<file path="src/tlbf_pkg.sv">
// Shared constants, opcodes and control types for the two-level bitmap.
package tlbf_pkg;

    localparam int unsigned DEF_WORD_COUNT = 16;
    localparam int unsigned DEF_WORD_BITS  = 64;

    localparam int unsigned OP_W    = 2;
    localparam int unsigned INDEX_W = 10;

    // index / WORD_BITS is taken as (index * ceil(2^DIV_SHIFT / WORD_BITS)) >> DIV_SHIFT,
    // exact for every 10-bit index and every divisor up to 64
    localparam int unsigned DIV_SHIFT = 17;

    localparam logic [OP_W-1:0] OP_WRITE = 2'd0;
    localparam logic [OP_W-1:0] OP_READ  = 2'd1;
    localparam logic [OP_W-1:0] OP_FIND  = 2'd2;
    localparam logic [OP_W-1:0] OP_CLEAR = 2'd3;

    typedef struct packed {
        logic clear;
        logic update;
        logic is_empty;
        logic is_full;
    } sum_ctl_t;

endpackage

</file>
<file path="src/tlbf_if.sv">
// Request and response channel interfaces of the two-level bitmap.
interface tlbf_req_if;
    logic                              valid;
    logic                              ready;
    logic [tlbf_pkg::OP_W-1:0]         op;
    logic [tlbf_pkg::INDEX_W-1:0]      bit_index;
    logic                              bit_value;

    modport source (output valid, output op, output bit_index, output bit_value, input ready);
    modport sink   (input valid, input op, input bit_index, input bit_value, output ready);
endinterface

interface tlbf_rsp_if;
    logic                              valid;
    logic                              ready;
    logic                              read_bit;
    logic                              found;
    logic [tlbf_pkg::INDEX_W-1:0]      found_index;

    modport source (output valid, output read_bit, output found, output found_index, input ready);
    modport sink   (input valid, input read_bit, input found, input found_index, output ready);
endinterface

</file>
<file path="src/two_level_bitmap_find_first.sv">
// Top level: request decode, read-modify-write sequencer and response register.
//
//   channel  dir  fields                                   accepted when
//   req      in   op[1:0] bit_index[9:0] bit_value         req.valid && req.ready
//   rsp      out  read_bit found found_index[9:0]          rsp.valid && rsp.ready
//
// Write, read and find read the word store on accept, then do the
// modify/write-back or bit search on the next cycle. Clear has no execute step.
// The word store has one read and one write port; the sequencer holds
// req.ready low during the execute step. Reset is immediate: valid bits
// and summaries clear at once, no sweep. A stalled rsp holds the next request.
module two_level_bitmap_find_first #(
    parameter int unsigned WORD_COUNT = tlbf_pkg::DEF_WORD_COUNT,
    parameter int unsigned WORD_BITS  = tlbf_pkg::DEF_WORD_BITS
) (
    input  logic       clk,
    input  logic       rst_n,
    tlbf_req_if.sink   req,
    tlbf_rsp_if.source rsp
);

    localparam int unsigned WI_W  = (WORD_COUNT > 1) ? $clog2(WORD_COUNT) : 1;
    localparam int unsigned BI_W  = $clog2(WORD_BITS);
    localparam int unsigned IW    = tlbf_pkg::INDEX_W;
    localparam int unsigned SH    = tlbf_pkg::DIV_SHIFT;
    localparam int unsigned RCP_W = SH + 1;
    localparam int unsigned PRD_W = IW + RCP_W;
    localparam logic [RCP_W-1:0] RECIP = RCP_W'(((1 << SH) + WORD_BITS - 1) / WORD_BITS);

    localparam logic S_IDLE = 1'b0;
    localparam logic S_EXEC = 1'b1;

    logic state_reg, state_next;

    logic [tlbf_pkg::OP_W-1:0] op_reg;
    logic                      val_reg;
    logic [WI_W-1:0]           word_reg;
    logic [BI_W-1:0]           bit_reg;
    logic                      inrange_reg;
    logic                      cand_any_reg;

    logic                      rsp_valid_reg, rsp_valid_next;
    logic                      read_bit_reg;
    logic                      found_reg;
    logic [IW-1:0]             found_index_reg;

    logic [PRD_W-1:0]          prod;
    logic [IW-1:0]             quot;
    logic [IW-1:0]             rem;
    logic                      in_range;
    logic [WI_W-1:0]           word_idx;

    logic                      accept;
    logic                      cand_any;
    logic [WI_W-1:0]           cand_word;
    logic [WORD_BITS-1:0]      rd_data;
    logic [WORD_BITS-1:0]      bit_mask;
    logic [WORD_BITS-1:0]      new_word;
    logic [WORD_BITS-1:0]      hits;
    logic [BI_W-1:0]           hit_bit;
    logic                      do_write;
    logic                      exec_load;
    tlbf_pkg::sum_ctl_t        sum_ctl;

    assign req.ready = (state_reg == S_IDLE) && (!rsp_valid_reg || rsp.ready);
    assign accept    = req.valid && req.ready;

    // index split into word and bit by reciprocal multiply
    assign prod     = PRD_W'(req.bit_index) * PRD_W'(RECIP);
    assign quot     = prod[SH +: IW];
    assign rem      = req.bit_index - IW'(quot * IW'(WORD_BITS));
    assign in_range = quot < IW'(WORD_COUNT);
    assign word_idx = in_range ? quot[WI_W-1:0] : '0;

    tlbf_summary #(
        .WORD_COUNT (WORD_COUNT)
    ) u_summary (
        .clk        (clk),
        .rst_n      (rst_n),
        .ctl        (sum_ctl),
        .upd_word   (word_reg),
        .find_value (req.bit_value),
        .cand_any   (cand_any),
        .cand_word  (cand_word)
    );

    tlbf_word_store #(
        .WORD_COUNT (WORD_COUNT),
        .WORD_BITS  (WORD_BITS)
    ) u_store (
        .clk     (clk),
        .rst_n   (rst_n),
        .clear   (sum_ctl.clear),
        .rd_en   (accept),
        .rd_addr ((req.op == tlbf_pkg::OP_FIND) ? cand_word : word_idx),
        .wr_en   (do_write),
        .wr_addr (word_reg),
        .wr_data (new_word),
        .rd_data (rd_data)
    );

    assign exec_load = (state_reg == S_EXEC);
    assign do_write  = exec_load && (op_reg == tlbf_pkg::OP_WRITE) && inrange_reg;
    assign bit_mask  = WORD_BITS'(1) << bit_reg;
    assign new_word  = val_reg ? (rd_data | bit_mask) : (rd_data & ~bit_mask);
    assign hits      = val_reg ? rd_data : ~rd_data;

    assign sum_ctl.clear    = accept && (req.op == tlbf_pkg::OP_CLEAR);
    assign sum_ctl.update   = do_write;
    assign sum_ctl.is_empty = (new_word == '0);
    assign sum_ctl.is_full  = (new_word == '1);

    always_comb
    begin
        hit_bit = '0;
        for (int i = WORD_BITS - 1; i >= 0; i--)
        begin
            if (hits[i])
            begin
                hit_bit = BI_W'(i);
            end
        end
    end

    always_comb
    begin
        state_next = state_reg;
        unique case (state_reg)
            S_IDLE:
            begin
                if (accept && (req.op != tlbf_pkg::OP_CLEAR))
                begin
                    state_next = S_EXEC;
                end
            end
            S_EXEC:
            begin
                state_next = S_IDLE;
            end
            default:
            begin
                state_next = S_IDLE;
            end
        endcase
    end

    always_comb
    begin
        rsp_valid_next = rsp_valid_reg;
        if (exec_load || sum_ctl.clear)
        begin
            rsp_valid_next = 1'b1;
        end
        else if (rsp.ready)
        begin
            rsp_valid_next = 1'b0;
        end
    end

    always_ff @(posedge clk or negedge rst_n)
    begin
        if (!rst_n)
        begin
            state_reg     <= S_IDLE;
            rsp_valid_reg <= 1'b0;
        end
        else
        begin
            state_reg     <= state_next;
            rsp_valid_reg <= rsp_valid_next;
        end
    end

    always_ff @(posedge clk)
    begin
        if (accept)
        begin
            op_reg       <= req.op;
            val_reg      <= req.bit_value;
            word_reg     <= (req.op == tlbf_pkg::OP_FIND) ? cand_word : word_idx;
            bit_reg      <= rem[BI_W-1:0];
            inrange_reg  <= in_range;
            cand_any_reg <= cand_any;
        end
        if (sum_ctl.clear)
        begin
            read_bit_reg    <= 1'b0;
            found_reg       <= 1'b0;
            found_index_reg <= '0;
        end
        else if (exec_load)
        begin
            read_bit_reg    <= (op_reg == tlbf_pkg::OP_READ) && inrange_reg && rd_data[bit_reg];
            found_reg       <= (op_reg == tlbf_pkg::OP_FIND) && cand_any_reg && (|hits);
            found_index_reg <= ((op_reg == tlbf_pkg::OP_FIND) && cand_any_reg && (|hits))
                ? IW'(int'(word_reg) * int'(WORD_BITS) + int'(hit_bit)) : '0;
        end
    end

    assign rsp.valid       = rsp_valid_reg;
    assign rsp.read_bit    = read_bit_reg;
    assign rsp.found       = found_reg;
    assign rsp.found_index = found_index_reg;

endmodule

</file>
<file path="src/tlbf_word_store.sv">
// Word memory with registered read and per-word valid bits.
module tlbf_word_store #(
    parameter int unsigned WORD_COUNT = tlbf_pkg::DEF_WORD_COUNT,
    parameter int unsigned WORD_BITS  = tlbf_pkg::DEF_WORD_BITS,
    localparam int unsigned WI_W      = (WORD_COUNT > 1) ? $clog2(WORD_COUNT) : 1
) (
    input  logic                 clk,
    input  logic                 rst_n,
    input  logic                 clear,
    input  logic                 rd_en,
    input  logic [WI_W-1:0]      rd_addr,
    input  logic                 wr_en,
    input  logic [WI_W-1:0]      wr_addr,
    input  logic [WORD_BITS-1:0] wr_data,
    output logic [WORD_BITS-1:0] rd_data
);

    logic [WORD_BITS-1:0]  mem [WORD_COUNT];
    logic [WORD_BITS-1:0]  data_reg;
    logic [WORD_COUNT-1:0] valid_reg;
    logic                  rd_valid_reg;

    always_ff @(posedge clk)
    begin
        if (wr_en)
        begin
            mem[wr_addr] <= wr_data;
        end
        if (rd_en)
        begin
            data_reg <= mem[rd_addr];
        end
    end

    always_ff @(posedge clk or negedge rst_n)
    begin
        if (!rst_n)
        begin
            valid_reg    <= '0;
            rd_valid_reg <= 1'b0;
        end
        else
        begin
            if (clear)
            begin
                valid_reg <= '0;
            end
            else if (wr_en)
            begin
                valid_reg[wr_addr] <= 1'b1;
            end
            if (rd_en)
            begin
                rd_valid_reg <= valid_reg[rd_addr];
            end
        end
    end

    // words not written since reset or the last clear read as zero
    assign rd_data = rd_valid_reg ? data_reg : '0;

endmodule

</file>
<file path="src/tlbf_summary.sv">
// All-zero and all-ones word summaries with lowest-candidate-word encoder.
module tlbf_summary #(
    parameter int unsigned WORD_COUNT = tlbf_pkg::DEF_WORD_COUNT,
    localparam int unsigned WI_W      = (WORD_COUNT > 1) ? $clog2(WORD_COUNT) : 1
) (
    input  logic               clk,
    input  logic               rst_n,
    input  tlbf_pkg::sum_ctl_t ctl,
    input  logic [WI_W-1:0]    upd_word,
    input  logic               find_value,
    output logic               cand_any,
    output logic [WI_W-1:0]    cand_word
);

    logic [WORD_COUNT-1:0] empty_reg;
    logic [WORD_COUNT-1:0] full_reg;
    logic [WORD_COUNT-1:0] cand;

    always_ff @(posedge clk or negedge rst_n)
    begin
        if (!rst_n)
        begin
            empty_reg <= '1;
            full_reg  <= '0;
        end
        else if (ctl.clear)
        begin
            empty_reg <= '1;
            full_reg  <= '0;
        end
        else if (ctl.update)
        begin
            empty_reg[upd_word] <= ctl.is_empty;
            full_reg[upd_word]  <= ctl.is_full;
        end
    end

    // words that may hold the value: not all-ones for 0, not all-zero for 1
    assign cand     = find_value ? ~empty_reg : ~full_reg;
    assign cand_any = |cand;

    always_comb
    begin
        cand_word = '0;
        for (int i = WORD_COUNT - 1; i >= 0; i--)
        begin
            if (cand[i])
            begin
                cand_word = WI_W'(i);
            end
        end
    end

endmodule

</file>
<file path="src/flat_wrapper.sv">
// flat-port wrapper written by rule: the top's interface ports become plain ports
module two_level_bitmap_find_first_flat 
#(
    parameter int unsigned WORD_COUNT = tlbf_pkg::DEF_WORD_COUNT,
    parameter int unsigned WORD_BITS  = tlbf_pkg::DEF_WORD_BITS
)
  (clk, rst_n, req_valid, req_op, req_bit_index, req_bit_value, req_ready, rsp_valid, rsp_read_bit, rsp_found, rsp_found_index, rsp_ready);
  tlbf_req_if req_i ();
  tlbf_rsp_if rsp_i ();
  input  logic clk;
  input  logic rst_n;
  input wire logic [$bits(req_i.valid)-1:0] req_valid;
  input wire logic [$bits(req_i.op)-1:0] req_op;
  input wire logic [$bits(req_i.bit_index)-1:0] req_bit_index;
  input wire logic [$bits(req_i.bit_value)-1:0] req_bit_value;
  output wire logic [$bits(req_i.ready)-1:0] req_ready;
  output wire logic [$bits(rsp_i.valid)-1:0] rsp_valid;
  output wire logic [$bits(rsp_i.read_bit)-1:0] rsp_read_bit;
  output wire logic [$bits(rsp_i.found)-1:0] rsp_found;
  output wire logic [$bits(rsp_i.found_index)-1:0] rsp_found_index;
  input wire logic [$bits(rsp_i.ready)-1:0] rsp_ready;
  assign req_i.valid = req_valid;
  assign req_i.op = req_op;
  assign req_i.bit_index = req_bit_index;
  assign req_i.bit_value = req_bit_value;
  assign req_ready = req_i.ready;
  assign rsp_valid = rsp_i.valid;
  assign rsp_read_bit = rsp_i.read_bit;
  assign rsp_found = rsp_i.found;
  assign rsp_found_index = rsp_i.found_index;
  assign rsp_i.ready = rsp_ready;
  two_level_bitmap_find_first #(.WORD_COUNT(WORD_COUNT), .WORD_BITS(WORD_BITS)) u_core (.clk(clk), .rst_n(rst_n), .req(req_i), .rsp(rsp_i));
endmodule
</file>
<file path="config.mk">
export PLATFORM = sky130hd
export DESIGN_NAME = two_level_bitmap_find_first_flat
export DESIGN_NICKNAME = d
export VERILOG_FILES = /design/src/tlbf_pkg.sv /design/src/tlbf_if.sv /design/src/two_level_bitmap_find_first.sv /design/src/tlbf_word_store.sv /design/src/tlbf_summary.sv /design/src/flat_wrapper.sv
export SDC_FILE = /design/constraint.sdc
export NUM_CORES = 2
export LEC_CHECK = 0
export BUFFER_PORTS_ARGS = -buffer_cell sky130_fd_sc_hd__buf_2
export CAP_MARGIN = 10
export CORE_UTILIZATION = 30
export DETAILED_ROUTE_END_ITERATION = 10
export PLACE_DENSITY = 0.51
export SLEW_MARGIN = 20
export SYNTH_ARGS = -nofsm -noshare
export SYNTH_HDL_FRONTEND = slang
export SYNTH_SLANG_ARGS = --single-unit
</file>
<file path="constraint.sdc">
create_clock -name clk -period 8.2 [get_ports clk]
set_clock_uncertainty 0.15 [all_clocks]
set_input_delay 1.64 -clock clk [delete_from_list [all_inputs] [get_ports clk]]
set_output_delay 1.64 -clock clk [all_outputs]
set_load 0.02 [all_outputs]
</file>
==> results.toml <==
[clocking]
numCtsBuffers = 118
cts_tree = "done"
clock_latency_ns = 0.74
path_clk_slew_ns = 0.06
postCtsResizedCells = 0
cts_sinks = 1165
cts_buffer_depth = 3
clk_root_buffer_cell = "clkbuf_16"
hold_buffers = 0
htreeDepth = 3
postCtsSetupBuffers = 0

[critical_path]
startpoint_type = "primary input"
reg2reg_from = "u_core.bit_reg[3]"
arrival_ns = 5.51
path_max_fanout = 73
r2r_cells = 9
end_kind = "flip-flop"
r2r_end = "u_core.u_summary.full_reg[3]"
rrSetupSlack_ns = 3.33
critPathKind = "primary input to flip-flop"
crit_start = "req_bit_value"
crit_required_ns = 8.52

[final_layout]
mostFrequentLayoutCell = "edfxtp_1"
fin_cells = 5116
nFillCells = 15300
largest_reg_flops = 1024
drive_gt1_share_pct = 21.9
area_growth_pct = 13.7
layout_common_cells = "edfxtp_1, mux4_2, nand2_1"
diodes = 0
final_design_area_no_fill_um2 = 55300
fin_util_pct = 34.4
nets = 2878

[global_routing]
grt_max_degree = 131
grt_pass1_vias = 27200
grtUsageTotal_pct = 16.8
grt_pass1_wl_mm = 200
overflow = 0
antenna_found_initial = 5

[sta]
max_slew_margin_pct = 24.5
fmax_mhz = 193
period_share_pct = 63.2
hold_violations = 0
finalSetupTns_ns = 0
worst_pin_slew_ns = 1.11
final_max_slew_viol_count = 0
setup_viol = 0
rsz0062_at_grt = "false"
fin_crit_ns = 5.19

[outcome]
outcome = "complete, no violations"

[synthesis]
synth_top_area_share_pct = 68.0
syn_area_um2 = 48700
yosysWarnings = 0
synth-simple-area-share_pct = 5.85
seq_area_frac_synth_pct = 71.1
synth_flop_cell = "edfxtp_1"
async_reset_ff_share_pct = 4.38
yosys.area_share.xor_xnor_pct = 0.0180
synthMuxAreaShare_pct = 13.4
synth_compound_area_share_pct = 7.38
syn_inst = 2811
avgSynthCellArea_um2 = 17.3
syn_nets = 2828
synth_top_family_by_area = "multiplexers"
synth_cell_types = 88
post_synth_fa_ha_maj_area_fraction_pct = 0
synth_edf_count = 1102
ys_seq_elements = 1165
synth_area_leaders = "edfxtp_1, mux4_2, a22oi_1"
yosysTopAreaCell = "edfxtp_1"

[routing]
wl_per_cell_um = 27.1
wirelength_mm = 139
drt_iter0_drc = 3259
dr.pass1.iters = 6
drc = 0
drtAntennaViolNets = 0
viasPerCell = 5.36
vias = 27400

[hold_path]
hold_depth = 2
holdPathEnd = "u_core.rsp.read_bit"
worst_hold_path_type = "flip-flop to flip-flop"
min_from = "u_core.rsp.read_bit"

[placed_design]
place_area_um2 = 51600
port_buffers = 30
placed_cells = 4901
place_congestion = 0.908
dp_hpwl_mm = 75.1

[floorplanning]
die_x_um = 405
die_h_um = 405
start_util_pct = 30.3
ios = 31
fp-row-count = 147
dieArea_um2 = 164000
core-area_um2 = 161000

[pwr]
power_density_nw_per_um2 = 253
ir_worst_vdd_mv = 0.188
leakagePower_nw = 17.8

[run]
maxCapViolations = 0
-- kinds of logic (layout without fill, tap and decap cells) --
kind of cell	after synthesis	in the layout
multiplexers	317	317
flip-flops	1165	1165
buffers and inverters	246	391
AO/OA/AOI/OAI	504	504
AND/OR/NAND/NOR	578	578
XOR/XNOR	1	1
-- layout make-up --
class | instances | area, µm² | share of cell area [%]
clock buffer | 142 | 3040 | 5.50
timing repair buffer | 134 | 993 | 1.79
tap | 2160 | 2700 | 4.88
clock inverter | 73 | 652 | 1.18
multi-input combinational | 1400 | 13100 | 23.7
inverter | 42 | 185 | 0.335
sequential | 1165 | 34600 | 62.6
-- per-stage QoR --
stage,setup slack (ns),power [mW],hold slack (ns)
floorplan,1.78,8.25,0.291
global placement,2.34,8.91,0.305
detailed placement,2.21,8.93,0.314
CTS,2.99,14.1,0.326
global route,2.62,14.5,0.346
finish,3.01,14.0,0.320
-- cell usage after synthesis, types with 11 or more instances --
cell,instances
clkbuf_1,109
a21oi_1,56
o41ai_1,22
o211ai_1,13
nor2_1,69
o22ai_1,17
mux2i_1,43
nor2b_1,20
dfrtp_1,35
a211oi_1,13
edfxtp_1,1102
o21ai_0,84
a22oi_1,145
dfxtp_1,12
nand4_1,28
nor3_1,32
nand2_1,247
inv_1,39
buf_4,21
buf_2,43
o31ai_1,12
and2_1,13
nand3_1,61
nor4_1,14
a32oi_1,11
buf_1,28
dfstp_2,16
o21ai_1,18
a21o_1,12
mux4_2,268
nand2b_1,32
-- power breakdown --
part	internal (mW)	leakage [nW]	switching, mW
registers	6.87	10.9	0.193
logic	0.614	5.09	1.13
clock network	2.92	1.80	2.26
total	10.4	17.8	3.59
-- critical path: stages --
cell	delay, ns
buf_2	0.32
nor2b_1	0.09
o221ai_1	0.09
a31oi_1	0.11
nor4_1	0.55
o21ai_1	0.36
inv_8	0.68
buf_12	0.54
mux4_2	0.58
a22oi_1	0.25
nand2_1	0.07
-- how the worst max path moves through the flow --
stage | endpoint | slack, ns | cells past startpoint
2_1_floorplan | u_core.u_summary.full_reg[2] | 1.78 | 6
6_report | u_core.u_store.data_reg[58] | 3.01 | 11
3_3_place_gp | u_core.u_store.data_reg[3] | 2.34 | 11
4_1_cts | u_core.u_store.data_reg[3] | 2.99 | 11
5_1_grt | u_core.u_store.data_reg[6] | 2.62 | 11
3_5_place_dp | u_core.u_store.data_reg[3] | 2.21 | 11
-- routing by layer --
layer  track usage (%)  up-vias  routed length (µm)
met5                 0        -                  13
met4              4.00        2                2600
met3              2.31      171                8820
met2              27.1     1027               66100
met1              23.9    14600               61200
li1                  -    11600                   -
Note: power is estimated with default switching activity, not from simulation.
